--- config.mk ---
export PLATFORM = sky130hd
export DESIGN_NAME = lrc_packet_framer_core
export DESIGN_NICKNAME = d
export VERILOG_FILES = /design/src/sv/lpf_pkg.sv /design/src/sv/lpf_front.sv /design/src/sv/lpf_cmd_fifo.sv /design/src/sv/lpf_back.sv /design/src/sv/lrc_packet_framer_core.sv
export VERILOG_INCLUDE_DIRS = /design/src /design/src/sv
export SDC_FILE = /design/constraint.sdc
export NUM_CORES = 1
export LEC_CHECK = 0
export ABC_AREA = 1
export CAP_MARGIN = 25
export CORE_MARGIN = 2
export CORE_UTILIZATION = 60
export DETAILED_ROUTE_END_ITERATION = 6
export DONT_BUFFER_PORTS = 1
export HOLD_SLACK_MARGIN = 0.03
export MAX_ROUTING_LAYER = met4
export PLACE_DENSITY = 0.86
export REMOVE_ABC_BUFFERS = 1
export SLEW_MARGIN = 5
export SYNTH_ARGS = -nofsm -noshare
export SYNTH_HDL_FRONTEND = slang
export SYNTH_SLANG_ARGS = --single-unit
--- constraint.sdc ---
create_clock -name clk -period 11.9 [get_ports clk]
set_clock_uncertainty 0.2 [all_clocks]
set_input_delay 1.785 -clock clk [delete_from_list [all_inputs] [get_ports clk]]
set_output_delay 1.785 -clock clk [all_outputs]
set_load 0.05 [all_outputs]
--- src/sv/assert_macros.svh ---
// assertion macros shared by the framer rtl
// no dependencies; pulled in by the top level only
`ifndef ASSERT_MACROS_SVH
`define ASSERT_MACROS_SVH

// same-cycle implication, held off during reset
`define ASSERT_IMPLIES(lbl, ck, rstn, ante, cons, msg) \
    lbl: assert property (@(posedge ck) disable iff (!(rstn)) (ante) |-> (cons)) \
        else $error(msg);

// next-cycle implication, held off during reset
`define ASSERT_NEXT(lbl, ck, rstn, ante, cons, msg) \
    lbl: assert property (@(posedge ck) disable iff (!(rstn)) (ante) |=> (cons)) \
        else $error(msg);

`endif

--- src/sv/lpf_pkg.sv ---
// shared types, constants and helpers for the lrc packet framer
// no dependencies; used by every module of the block
package lpf_pkg;

    localparam int unsigned MAX_WORDS   = 4;
    localparam int unsigned CMDQ_DEPTH  = 2;
    localparam int unsigned CMDQ_PTR_W  = $clog2(CMDQ_DEPTH);
    localparam int unsigned CMDQ_CNT_W  = $clog2(CMDQ_DEPTH + 1);

    // byte positions inside one run of the back end
    localparam logic [3:0] STEP_BODY_LAST = 4'd7;
    localparam logic [3:0] STEP_LRC       = 4'd8;
    localparam logic [3:0] STEP_LRC_INV   = 4'd9;
    localparam logic [3:0] STEP_FC        = 4'd5;
    localparam logic [3:0] STEP_SC        = 4'd6;

    typedef struct packed {
        logic        mode;
        logic [7:0]  function_code;
        logic [7:0]  sub_code;
        logic [2:0]  data_count;
        logic [63:0] data_word;
    } in_item_t;

    typedef struct packed {
        logic [7:0] out_byte;
        logic       last_of_run;
        logic       end_of_packet;
        logic       error;
    } out_item_t;

    typedef logic [1:0] cmd_kind_t;
    localparam cmd_kind_t CMD_HDR  = 2'd0;
    localparam cmd_kind_t CMD_DATA = 2'd1;
    localparam cmd_kind_t CMD_ERR  = 2'd2;

    // header payload packs fc, sc and count into the low bits
    typedef struct packed {
        cmd_kind_t   kind;
        logic        trailer;
        logic [63:0] payload;
    } cmd_t;

    function automatic logic [7:0] sync_byte(input logic [2:0] idx);
        logic [7:0] b;
        unique case (idx)
            3'd0:    b = 8'h01;
            3'd1:    b = 8'hE1;
            3'd2:    b = 8'h69;
            3'd3:    b = 8'hA5;
            3'd4:    b = 8'h3C;
            default: b = 8'h00;
        endcase
        return b;
    endfunction

endpackage

--- src/sv/lpf_front.sv ---
// front end: accepts items, tracks packet state and classifies each item
// depends on lpf_pkg
module lpf_front (
    input  logic              clk,
    input  logic              rst_n,
    input  logic              push,
    input  lpf_pkg::in_item_t in_item,
    input  logic              cmdq_full,
    output logic              full,
    output logic              cmd_valid,
    output lpf_pkg::cmd_t     cmd
);

    logic       open_reg, open_next;
    logic [2:0] words_left_reg, words_left_next;

    assign full      = cmdq_full;
    assign cmd_valid = push && !cmdq_full;

    always_comb
    begin
        cmd.kind        = lpf_pkg::CMD_ERR;
        cmd.trailer     = 1'b0;
        cmd.payload     = in_item.data_word;
        open_next       = open_reg;
        words_left_next = words_left_reg;
        if (!in_item.mode)
        begin
            cmd.payload = {45'd0, in_item.function_code, in_item.sub_code,
                           in_item.data_count};
            if (in_item.data_count > 3'(lpf_pkg::MAX_WORDS))
            begin
                open_next       = 1'b0;
                words_left_next = 3'd0;
            end
            else
            begin
                cmd.kind        = lpf_pkg::CMD_HDR;
                cmd.trailer     = (in_item.data_count == 3'd0);
                open_next       = (in_item.data_count != 3'd0);
                words_left_next = in_item.data_count;
            end
        end
        else if (open_reg)
        begin
            cmd.kind        = lpf_pkg::CMD_DATA;
            cmd.trailer     = (words_left_reg == 3'd1);
            open_next       = (words_left_reg != 3'd1);
            words_left_next = words_left_reg - 3'd1;
        end
    end

    always_ff @(posedge clk or negedge rst_n)
    begin
        if (!rst_n)
        begin
            open_reg       <= 1'b0;
            words_left_reg <= 3'd0;
        end
        else if (cmd_valid)
        begin
            open_reg       <= open_next;
            words_left_reg <= words_left_next;
        end
    end

endmodule

--- src/sv/lpf_cmd_fifo.sv ---
// short command queue between the front and back ends
// depends on lpf_pkg
module lpf_cmd_fifo (
    input  logic          clk,
    input  logic          rst_n,
    input  logic          wr_en,
    input  lpf_pkg::cmd_t wr_cmd,
    input  logic          rd_en,
    output lpf_pkg::cmd_t rd_cmd,
    output logic          full,
    output logic          empty
);

    lpf_pkg::cmd_t entries [lpf_pkg::CMDQ_DEPTH];

    logic [lpf_pkg::CMDQ_PTR_W-1:0] wr_ptr_reg, rd_ptr_reg;
    logic [lpf_pkg::CMDQ_CNT_W-1:0] count_reg;

    assign full   = (count_reg == lpf_pkg::CMDQ_CNT_W'(lpf_pkg::CMDQ_DEPTH));
    assign empty  = (count_reg == '0);
    assign rd_cmd = entries[rd_ptr_reg];

    function automatic logic [lpf_pkg::CMDQ_PTR_W-1:0] ptr_inc(
        input logic [lpf_pkg::CMDQ_PTR_W-1:0] p);
        logic [lpf_pkg::CMDQ_PTR_W-1:0] r;
        if (p == lpf_pkg::CMDQ_PTR_W'(lpf_pkg::CMDQ_DEPTH - 1))
            r = '0;
        else
            r = p + 1'b1;
        return r;
    endfunction

    always_ff @(posedge clk)
    begin
        if (wr_en)
            entries[wr_ptr_reg] <= wr_cmd;
    end

    always_ff @(posedge clk or negedge rst_n)
    begin
        if (!rst_n)
        begin
            wr_ptr_reg <= '0;
            rd_ptr_reg <= '0;
            count_reg  <= '0;
        end
        else
        begin
            if (wr_en)
                wr_ptr_reg <= ptr_inc(wr_ptr_reg);
            if (rd_en)
                rd_ptr_reg <= ptr_inc(rd_ptr_reg);
            if (wr_en && !rd_en)
                count_reg <= count_reg + 1'b1;
            else if (rd_en && !wr_en)
                count_reg <= count_reg - 1'b1;
        end
    end

endmodule

--- src/sv/lpf_back.sv ---
// back end: byte sequencer, running lrc and output register
// depends on lpf_pkg
module lpf_back (
    input  logic               clk,
    input  logic               rst_n,
    input  logic               cmd_valid,
    input  lpf_pkg::cmd_t      cmd,
    output logic               cmd_take,
    input  logic               pop,
    output logic               empty,
    output lpf_pkg::out_item_t out_item,
    output logic               busy
);

    lpf_pkg::cmd_t      cmd_reg;
    logic               busy_reg;
    logic [3:0]         step_reg;
    logic [7:0]         lrc_reg;
    logic               out_valid_reg;
    lpf_pkg::out_item_t out_item_reg;

    logic               advance;
    logic               last_step;
    logic [7:0]         lrc_base;
    logic [7:0]         body_byte;
    lpf_pkg::out_item_t result;

    assign empty    = !out_valid_reg;
    assign out_item = out_item_reg;
    assign busy     = busy_reg;

    assign advance  = busy_reg && (!out_valid_reg || pop);
    assign cmd_take = cmd_valid && (!busy_reg || (advance && last_step));

    always_comb
    begin
        if (cmd_reg.kind == lpf_pkg::CMD_ERR)
            last_step = 1'b1;
        else if (cmd_reg.trailer)
            last_step = (step_reg == lpf_pkg::STEP_LRC_INV);
        else
            last_step = (step_reg == lpf_pkg::STEP_BODY_LAST);
    end

    // a header restarts the checksum on its first sync byte
    assign lrc_base = (cmd_reg.kind == lpf_pkg::CMD_HDR && step_reg == 4'd0) ? 8'h00 : lrc_reg;

    always_comb
    begin
        unique case (cmd_reg.kind)
            lpf_pkg::CMD_HDR:
            begin
                if (step_reg == lpf_pkg::STEP_FC)
                    body_byte = cmd_reg.payload[18:11];
                else if (step_reg == lpf_pkg::STEP_SC)
                    body_byte = cmd_reg.payload[10:3];
                else if (step_reg == lpf_pkg::STEP_BODY_LAST)
                    body_byte = {5'd0, cmd_reg.payload[2:0]};
                else
                    body_byte = lpf_pkg::sync_byte(step_reg[2:0]);
            end
            lpf_pkg::CMD_DATA:
                body_byte = cmd_reg.payload[{step_reg[2:0], 3'b000} +: 8];
            default:
                body_byte = 8'h00;
        endcase
    end

    always_comb
    begin
        result.error         = (cmd_reg.kind == lpf_pkg::CMD_ERR);
        result.last_of_run   = last_step;
        result.end_of_packet = (step_reg == lpf_pkg::STEP_LRC_INV);
        if (result.error)
            result.out_byte = 8'h00;
        else if (step_reg == lpf_pkg::STEP_LRC)
            result.out_byte = lrc_reg;
        else if (step_reg == lpf_pkg::STEP_LRC_INV)
            result.out_byte = ~lrc_reg;
        else
            result.out_byte = body_byte;
    end

    always_ff @(posedge clk)
    begin
        if (cmd_take)
            cmd_reg <= cmd;
        if (advance)
            out_item_reg <= result;
    end

    always_ff @(posedge clk or negedge rst_n)
    begin
        if (!rst_n)
        begin
            busy_reg      <= 1'b0;
            step_reg      <= 4'd0;
            lrc_reg       <= 8'h00;
            out_valid_reg <= 1'b0;
        end
        else
        begin
            if (advance)
                out_valid_reg <= 1'b1;
            else if (pop)
                out_valid_reg <= 1'b0;

            if (advance && step_reg <= lpf_pkg::STEP_BODY_LAST)
                lrc_reg <= lrc_base ^ body_byte;

            if (cmd_take)
            begin
                busy_reg <= 1'b1;
                step_reg <= 4'd0;
            end
            else if (advance)
            begin
                if (last_step)
                begin
                    busy_reg <= 1'b0;
                    step_reg <= 4'd0;
                end
                else
                    step_reg <= step_reg + 4'd1;
            end
        end
    end

endmodule

--- src/sv/lrc_packet_framer_core.sv ---
// lrc packet framer top level: front end, command queue and back end
// depends on lpf_pkg, lpf_front, lpf_cmd_fifo, lpf_back and assert_macros.svh
//
// usage
//   input side is a queue: drive in_item and raise push; the item is taken at
//   an edge where push is high and full is low. mode 0 is a header item,
//   mode 1 a data word item
//   result side is a queue too: while empty is low the oldest byte result is
//   on out_item; it is taken at an edge where pop is high and empty is low
//   from an idle block the item passes into the command queue, then into the
//   sequencer, and its first result then goes into the output register
//   throughput: one result byte per cycle while the receiver keeps popping,
//   set by the single output register behind the byte sequencer. a data item
//   gives 8 bytes, 10 when it closes the packet with the lrc pair; a header 8
//   or 10; an error item 1. a loaded sequencer takes the next queued item as
//   the last byte of the current one goes out. the two-entry command queue
//   lets items be taken while the back end is still sending, so full only
//   rises once two items are waiting. when the receiver stalls the output
//   register holds its byte, the sequencer stops, then the queue fills and full rises
//   reset clears the packet state, the queue and the output valid flag; no
//   packet is open after reset
`include "assert_macros.svh"

module lrc_packet_framer_core (
    input  logic               clk,
    input  logic               rst_n,
    input  logic               push,
    output logic               full,
    input  lpf_pkg::in_item_t  in_item,
    output logic               empty,
    input  logic               pop,
    output lpf_pkg::out_item_t out_item
);

    // front to queue
    logic          front_cmd_valid;
    lpf_pkg::cmd_t front_cmd;
    logic          cmdq_full;

    // queue to back
    lpf_pkg::cmd_t cmdq_rd_cmd;
    logic          cmdq_empty;
    logic          back_take;
    logic          back_busy;

    // classification needs the open packet state, so it lives at the front
    lpf_front u_front (
        .clk       (clk),
        .rst_n     (rst_n),
        .push      (push),
        .in_item   (in_item),
        .cmdq_full (cmdq_full),
        .full      (full),
        .cmd_valid (front_cmd_valid),
        .cmd       (front_cmd)
    );

    lpf_cmd_fifo u_cmdq (
        .clk    (clk),
        .rst_n  (rst_n),
        .wr_en  (front_cmd_valid),
        .wr_cmd (front_cmd),
        .rd_en  (back_take),
        .rd_cmd (cmdq_rd_cmd),
        .full   (cmdq_full),
        .empty  (cmdq_empty)
    );

    // back end owns the running lrc, as only it sees bytes in order
    lpf_back u_back (
        .clk       (clk),
        .rst_n     (rst_n),
        .cmd_valid (!cmdq_empty),
        .cmd       (cmdq_rd_cmd),
        .cmd_take  (back_take),
        .pop       (pop),
        .empty     (empty),
        .out_item  (out_item),
        .busy      (back_busy)
    );

    // closing byte always ends its run and is never an error
    `ASSERT_IMPLIES(a_eop_ends_run, clk, rst_n, !empty && out_item.end_of_packet,
        out_item.last_of_run && !out_item.error, "end of packet without end of run")
    // an error is a lone zero byte
    `ASSERT_IMPLIES(a_err_single, clk, rst_n, !empty && out_item.error,
        out_item.last_of_run && out_item.out_byte == 8'h00 && !out_item.end_of_packet,
        "malformed error result")
    // an accepted item is held in the queue on the next cycle
    `ASSERT_NEXT(a_item_queued, clk, rst_n, push && !full,
        !cmdq_empty, "accepted item lost")
    // an idle sequencer never leaves a queued command waiting
    `ASSERT_IMPLIES(a_idle_takes, clk, rst_n, !cmdq_empty && !back_busy,
        back_take, "idle back end left a command waiting")

endmodule
After elaboration in Yosys (flattened, before gate mapping) --
Memories as Yosys holds them, arrays and structs flattened. A register that Yosys moved wholly into a read port is not among the register bits. Cells that the tools add are included. W data, S select, Z words.
Storage, ports and cells: flip-flop bits (word level) 33, bits in latches 0, memory bits (writable) 134, memory bits (read-only) 0, input bits 88, output and inout bits 13, word-level logic and storage cells 102, memories kept 1
Memories:
- u_cmdq.entries | words 2, bits a word 67, read ports 1, clocked after memory_dff 1, write ports 1, RTL line lpf_cmd_fifo.sv:14 | lpf_pkg::cmd_t entries [lpf_pkg::CMDQ_DEPTH];
Operators by class: add/subtract/negate cells 6, multiply operators 0, div/mod/pow operators 0, magnitude comparators 2, eq/ne operators 15, shift operators 1, muxes and demuxes 34, bitwise operators 2, reductions and logical operators 28
Operators with widths (count):
- $mux W64 | 1
- $shiftx A64 B7 Y8 | 1
- $mux W8 | 6
- $pmux W8 S5 | 1
- $mux W3 | 6
- $pmux W8 S2 | 1
- $mux W1 | 14
- $eq A4 B3 Y1 const B | 3
- $mux W4 | 3
- $eq A4 B4 Y1 const B | 2
- $logic_and A1 B1 Y1 | 8
- $not A8 Y8 | 1
- $reduce_bool A2 Y1 | 4
- $xor A8 B8 Y8 | 1
- $eq A3 B1 Y1 const B | 2
- $eq A3 B2 Y1 const B | 2
- $logic_not A1 Y1 | 6
- $logic_not A3 Y1 | 2
- $add A4 B1 Y4 const B | 1
- $eq A2 B2 Y1 const B | 2
- $le A4 B3 Y1 const B | 1
- $logic_not A2 Y1 | 2
- $logic_not A4 Y1 | 1
- $mux W2 | 2
- 12 further kinds | 15

Depth between registers and ports, before layout --
Gate-level depths: netlist of the first run.
word-level depth 9, mapped depth 18, gate-level depth less buffers 16

Modules after synthesis --
Synthesis of the first run repeated with hierarchy kept, for this count alone.
Second synthesis, totals: cell total of the unflattened synthesis 887, area, all modules 10508.8 µm²
Modules (own cells, without submodules):
- lpf_cmd_fifo | instances 1, cells an instance 234, area an instance 5132.4 µm², seq. area each 4124.0 µm²
- lpf_back | instances 1, cells an instance 441, area an instance 4398.0 µm², seq. area each 2692.6 µm²
- lpf_front | instances 1, cells an instance 211, area an instance 974.7 µm², seq. area each 100.1 µm²
- lrc_packet_framer_core | instances 1, cells an instance 1, area an instance 3.8 µm², seq. area each 0.0 µm²

Worst setup path before layout of the first run --
OpenSTA, ideal clock, no wires.
path type input-to-reg, start input push, end memory u_cmdq.entries[1][0] (netlist name) (enable), setup time 0.494 ns, arrival 4.839 ns, data required time 11.206 ns, path slack 6.367 ns, stages 2, path buffers 0, cells stage by stage o21ai_0 > nor2_1
On the way: longest elaborated chain between the ends 3
Ends and longest elaborated chain:
- from (decl) | RTL line lrc_packet_framer_core.sv:27 | input logic push,
- $logic_and A1 B1 Y1 | RTL line lpf_front.sv:18 | assign cmd_valid = push && !cmdq_full;
- $mux W1 | RTL line lpf_cmd_fifo.sv:35 | if (wr_en)
- $mux W1 (not written as such) | RTL line lpf_cmd_fifo.sv:36 | entries[wr_ptr_reg] <= wr_cmd;
- to (decl) | RTL line lpf_cmd_fifo.sv:14
No other way between the ends.

Worst setup path in the final report of the first run --
start register u_cmdq.count_reg[1] (netlist name), end output full
On the way: longest elaborated chain between the ends 1
Ends and longest elaborated chain:
- from (decl) | RTL line lpf_cmd_fifo.sv:17 | logic [lpf_pkg::CMDQ_CNT_W-1:0] count_reg;
- from (signal assigned) | RTL line lpf_cmd_fifo.sv:54 | count_reg <= count_reg + 1'b1;
- from (signal assigned) | RTL line lpf_cmd_fifo.sv:56 | count_reg <= count_reg - 1'b1;
- $eq A2 B2 Y1 | RTL line lpf_cmd_fifo.sv:19 | assign full = (count_reg == lpf_pkg::CMDQ_CNT_W'(lpf_pkg::CMDQ_DEPTH));
- to (decl) | RTL line lrc_packet_framer_core.sv:28 | output logic full,
No other way between the ends.

==> impl_metrics.env, run 1 <==
export IMPL_outcome="completed"
export IMPL_regToRegSetupSlack_ns=8.51
export IMPL_fp_dieH_um=134.3
export IMPL_syn2layout_area_growth_pct=9.950
export IMPL_critPathRequiredTime_ns=9.92
export IMPL_gp_congestion=0.9634
export IMPL_worst_endpoint_arrival_ns=1.70
export IMPL_clockBufferDepth=3
export IMPL_drcViolationCount=0
export IMPL_dieWidth_um=134.3
export IMPL_grtUsageMet3=0.03968
export IMPL_dieArea_mm2=0.01804
export IMPL_clk_pin_slew_ns=0.06
export IMPL_layout_area_seq_mm2=0.006918
export IMPL_busiest_layer="met2"
export IMPL_grt_remaining_overflow=0
export IMPL_hold_path_depth=2
export IMPL_largest_reg_flops=134
export IMPL_htreeDepth=1
export IMPL_cts_hold_buffers=0
export IMPL_via_per_inst=5.540
export IMPL_core_area_mm2=0.01658
export IMPL_place_inst=1174
export IMPL_wl_mm=20.52
export IMPL_multiInputGateArea_mm2=0.002718
export IMPL_io_pins=101
export IMPL_final_area_mm2=0.01120
export IMPL_period_needed_ns=3.684
export IMPL_synth_seq_cells=234
export IMPL_final_hold_violation_count=0
export IMPL_first_global_vias=6759
export IMPL_cts_resized=0
export IMPL_final_layout_size_suffix_gt1_frac=0.06325
export IMPL_row_count=47
export IMPL_numCtsBuffers=23
export IMPL_r2r_cells=13
export IMPL_tightest_slew_ns=1.024
export IMPL_ys_seq_area_frac=0.6790
export IMPL_slew_viol_final=0
export IMPL_hp_class="flip-flop to flip-flop"
export IMPL_synth_most_common_cell="nand2_1"
export IMPL_synth_top_cell_by_area="edfxtp_1"
export IMPL_syn_inst=985
export IMPL_async_flop_share=0.09402
export IMPL_cts_setup_buffers=0
export IMPL_met2_usage=0.4084
export IMPL_drtPass1Iterations=5
export IMPL_post_layout_nonfiller_instances=1216
export IMPL_crit_fanout=3
export IMPL_path_class="flip-flop to primary output"
export IMPL_antenna_found_initial=0
export IMPL_fin_nets=1079
export IMPL_start_util=0.6142
export IMPL_use_met1=0.2865
export IMPL_port_buffers=0
export IMPL_fmax_mhz=271.4
export IMPL_cts_tree="built"
export IMPL_clkLatencyLatePin_ns=0.51
export IMPL_power_density_mw_per_mm2=275.3
export IMPL_post_route_util=0.6753
export IMPL_diodes=0
export IMPL_post_route_period_util=0.3096
export IMPL_vias=6737
export IMPL_synth_top_area_share=0.6250
export IMPL_synth_warnings=0
export IMPL_synth_common_cells="nand2_1, edfxtp_1, inv_1"
export IMPL_setup_viol_count_final=0
export IMPL_hpwl_mm=12.48
export IMPL_synthFlopType="edfxtp_1"
export IMPL_placed_cell_area_mm2=0.01039
export IMPL_ant_nets=0
export IMPL_rsz0062_at_grt="no"
export IMPL_timing_max_cap_violations=0
export IMPL_synthTopCellsByArea="edfxtp_1, nand2_1, dfrtp_1"
export IMPL_grt_pass1_wl_mm=32.74
export IMPL_synth_edff_count=212
export IMPL_fin_tns_setup_ns=0
export IMPL_syn_cell_area_mm2=0.01019
export IMPL_peakVddDrop_v=0.0001739
export IMPL_startpoint_type="flip-flop"
export IMPL_detail_route_iter0_violations=665
export IMPL_fillers=1202
export IMPL_root_buffer="clkbuf_16"
export IMPL_grtUsageTotal=0.2386
export IMPL_p_leak_nw=4.860
export IMPL_endpoint_kind="primary output"
export IMPL_clock_sinks=234
export IMPL_post_drt_wl_per_cell_um=16.88
export IMPL_slew_headroom=0.3169
export IMPL_syn_avg_cell_area_um2=10.34
export IMPL_synth_cell_types=32
export IMPL_grt_max_degree=71
[per-layer routing]
layer	vias up	part of all wire
met5	-	0
met4	0	0.028
met1	3199	0.40
li1	3226	-
met2	262	0.51
met3	50	0.060
[per-stage QoR]
step	power [mW]	setup slack [ns]	hold slack, ns
after floorplan	2.042	6.367	0.2746
after global placement	2.256	8.297	0.2897
after detailed placement	2.313	8.235	0.2973
after CTS	3.080	8.195	0.3098
after global routing	3.257	8.146	0.3181
final	3.084	8.216	0.3076
[critical path: stages, from the launching register on]
cell and delay (ns):
dfrtp_1 0.40, inv_1 0.10, nor2_1 0.69
[area by class of cell]
class,count,share of cell area
Clock buffer,27,0.05273
Clock inverter,14,0.01754
Inverter,107,0.03586
Multi-Input combinational cell,605,0.2427
Sequential cell,234,0.6177
Tap cell,220,0.02458
Timing Repair Buffer,9,0.008938
[worst paths after layout]
check,endpoint,from
setup / recovery,full,u_cmdq.count_reg[1]
hold / removal,u_back.cmd_reg[40],u_cmdq.entries[0][40]
setup reg to reg,u_back.out_item[3],u_back.step_reg[0]
hold reg to reg,u_back.cmd_reg[40],u_cmdq.entries[0][40]
max in group asynchronous,u_cmdq.rd_ptr_reg,rst_n
min in group asynchronous,u_back.lrc_reg[5],rst_n
[layout by cell type, fill, tap and decap left out, drive strengths merged, types with 2 or more instances in the layout]
master,Yosys,routed
a21oi,29,29
buf,10,9
bufinv,0,5
clkbuf,29,27
clkinv,1,8
dfrtp,22,22
edfxtp,212,212
ha,11,11
inv,106,107
nand2,380,380
nand3,27,27
nand4,6,6
nor2,61,61
o211ai,20,20
o21ai,61,61
o22ai,2,2
xor2,3,3
[logic make-up after synthesis]
family | count (synthesis) | share of synthesized area
and+or+nand+nor | 476 | 0.1847
DFF | 234 | 0.6790
buffers and inverters | 146 | 0.05564
AOI/OAI and AO/OA | 114 | 0.06363
adders and majority gates | 11 | 0.01351
xor gates and xnor gates | 4 | 0.003440
[where the power goes]
part	total, mW	switching (mW)	internal (mW)
sequential	1.45	0.165	1.29
clock	0.763	0.299	0.463
combinational	0.871	0.637	0.234
total	3.08	1.10	1.98
Power figures use the tool's default switching activity.
==> inputs of run 2 (changes only) <==
Clock period 11.9 ns to 3.69 ns, I/O delays scaled along.
==> run 2 against run 1 <==
Net effect:
- combinational power rose to 3.2 times the previous value
- non-clock buffer count rose by 44
- wire length is 5.7% higher
- largest power group unchanged
- cell area up 4.4%
- critical path type is now flip-flop to flip-flop
- critical endpoint is now u_back.cmd_reg[16]
- global-route usage rose by 1.0 points
- total power grew to 3.3 times the previous value
- largest cell class unchanged
==> impl_metrics.env, run 2 (synthesis gave the netlist of run 1 again) <==
export IMPL_port_buffers=0
export IMPL_setup_viol_count_final=0
export IMPL_hp_class="input pin to flip-flop"
export IMPL_row_count=47
export IMPL_holdPathEnd="u_cmdq.entries[1][37]"
export IMPL_peakVddDrop_v=0.0005235
export IMPL_diodes=0
export IMPL_power_frac_comb=0.280
export IMPL_timing_critical_path_max_delay_family="flip-flops"
export IMPL_min_from="in_item[37]"
export IMPL_dieWidth_um=134.3
export IMPL_numCtsBuffers=24
export IMPL_antenna_found_initial=0
export IMPL_htreeDepth=1
export IMPL_p_leak_nw=5.073
export IMPL_slew_headroom=0.3406
export IMPL_wl_mm=21.69
export IMPL_syn2layout_area_growth_pct=14.74
export IMPL_max_stage_delay_ns=0.84
export IMPL_cp_cell_sequence="ha_1 > nand3_2 > nor2_1 > nor3_2 > o21ai_2 > o21ai_4 > inv_2 > buf_4"
export IMPL_grt_pass1_wl_mm=34.00
export IMPL_path_class="flip-flop to flip-flop"
export IMPL_r2r_cells=8
export IMPL_grt_remaining_overflow=0
export IMPL_rsz0062_at_grt="no"
export IMPL_period_needed_ns=3.076
export IMPL_startpoint_type="flip-flop"
export IMPL_multiInputGateArea_mm2=0.002718
export IMPL_clk_pin_slew_ns=0.06
export IMPL_gp_congestion=0.9362
export IMPL_worst_endpoint_arrival_ns=3.04
export IMPL_io_pins=101
export IMPL_p_int_mw=6.486
export IMPL_timing_max_cap_violations=0
export IMPL_dieArea_mm2=0.01804
export IMPL_final_hold_violation_count=0
export IMPL_p_clk_frac=0.251
export IMPL_ant_nets=0
export IMPL_hpwl_mm=13.11
export IMPL_crit_fanout=40
export IMPL_layout_area_seq_mm2=0.006918
export IMPL_crit_buf_inv=2
export IMPL_first_global_vias=6831
export IMPL_via_per_inst=5.548
export IMPL_detail_route_iter0_violations=554
export IMPL_clock_sinks=234
export IMPL_power_density_mw_per_mm2=861.8
export IMPL_start_util=0.6142
export IMPL_hold_path_depth=2
export IMPL_clkLatencyLatePin_ns=0.53
export IMPL_p_switching_mw=3.587
export IMPL_hold_worst_slack_ns=0.04354
export IMPL_final_layout_size_suffix_gt1_frac=0.06616
export IMPL_cts_tree="built"
export IMPL_slowest_stage="dfrtp_1"
export IMPL_root_buffer="clkbuf_16"
export IMPL_post_route_util=0.7048
export IMPL_slew_viol_final=0
export IMPL_cts_setup_buffers=0
export IMPL_critPathRequiredTime_ns=3.66
export IMPL_final_cell_mix="nand2_1, edfxtp_1, inv_1, nor2_1, o21ai_0"
export IMPL_worstReg2RegStart="u_back.step_reg[0]"
export IMPL_post_route_period_util=0.8337
export IMPL_largest_reg_flops=134
export IMPL_endpoint_kind="flip-flop"
export IMPL_fin_nets=1124
export IMPL_outcome="completed"
export IMPL_drtPass1Iterations=6
export IMPL_vias=7007
export IMPL_layout_commonest_cell="nand2_1"
export IMPL_grt_max_degree=68
export IMPL_p_seq_frac=0.469
export IMPL_swShare=0.3561
export IMPL_fmax_mhz=325.1
export IMPL_r2r_end="u_back.cmd_reg[16]"
export IMPL_regToRegSetupSlack_ns=0.61
export IMPL_fp_dieH_um=134.3
export IMPL_grtUsageTotal=0.2490
export IMPL_drcViolationCount=0
export IMPL_core_area_mm2=0.01658
export IMPL_post_drt_wl_per_cell_um=17.18
export IMPL_clockBufferDepth=3
export IMPL_fillers=1111
export IMPL_tightest_slew_ns=0.9880
==> run 2: area by class of cell <==
type | instances | area share
sequential | 234 | 0.5919
multi-input combinational | 605 | 0.2325
clock inverter | 14 | 0.01852
tap | 220 | 0.02355
clock buffer | 30 | 0.05331
inverter | 107 | 0.03436
timing repair buffer | 53 | 0.04582
==> run 2: how the worst max path moves through the flow <==
| stage | from | to | slack [ns] | cells after the start |
|---|---|---|---|---|
| global placement | u_back.step_reg[0] | u_back.cmd_reg[52] | 0.75 | 8 |
| floorplan | push | u_cmdq.entries[1][0] | -0.61 | 2 |
| global route | u_back.step_reg[0] | u_back.cmd_reg[2] | 0.48 | 8 |
| CTS | u_back.step_reg[0] | u_back.cmd_reg[2] | 0.64 | 8 |
| detailed placement | u_back.step_reg[0] | u_back.cmd_reg[52] | 0.70 | 8 |
| finish | u_back.step_reg[0] | u_back.cmd_reg[16] | 0.61 | 8 |
==> run 2: power groups by stage <==
stage	clock network (mW)	registers [mW]	logic, mW
after floorplan	0	4.78	1.81
after global placement	0	4.72	2.62
after detailed placement	0	4.75	2.73
after CTS	2.56	4.71	2.81
after global routing	2.66	4.79	3.17
final	2.53	4.72	2.82
==> run 2: metrics by stage <==
step / setup TNS [ns] / power, mW / cells / setup slack (ns) / area, um^2
after CTS: 0 / 10.09 / 1263 / 0.6424 / 11690
after global routing: 0 / 10.62 / 1263 / 0.4807 / 11690
after floorplan: -84.90 / 6.586 / 946 / -0.6119 / 10020
final: 0 / 10.07 / 1263 / 0.6136 / 11690
after detailed placement: 0 / 7.483 / 1178 / 0.6960 / 10430
after global placement: 0 / 7.333 / 1177 / 0.7518 / 10420
==> run 2: metal layers <==
metal | track usage | wire [um] | share of wire | up-vias
met1 | 0.3060 | 8349 | 0.38 | 3294
met3 | 0.03704 | 1421 | 0.066 | 62
li1 | - | - | - | 3322
met2 | 0.4246 | 11180 | 0.52 | 329
met4 | 0.08830 | 740 | 0.034 | 0
met5 | - | 0 | 0 | -
==> run 2: timing repair <==
item,4_1_cts,5_1_grt
resized for setup,0,0
setup endpoints to repair,0,0
hold buffers,41,0
endpoints found under the hold margin,84,0
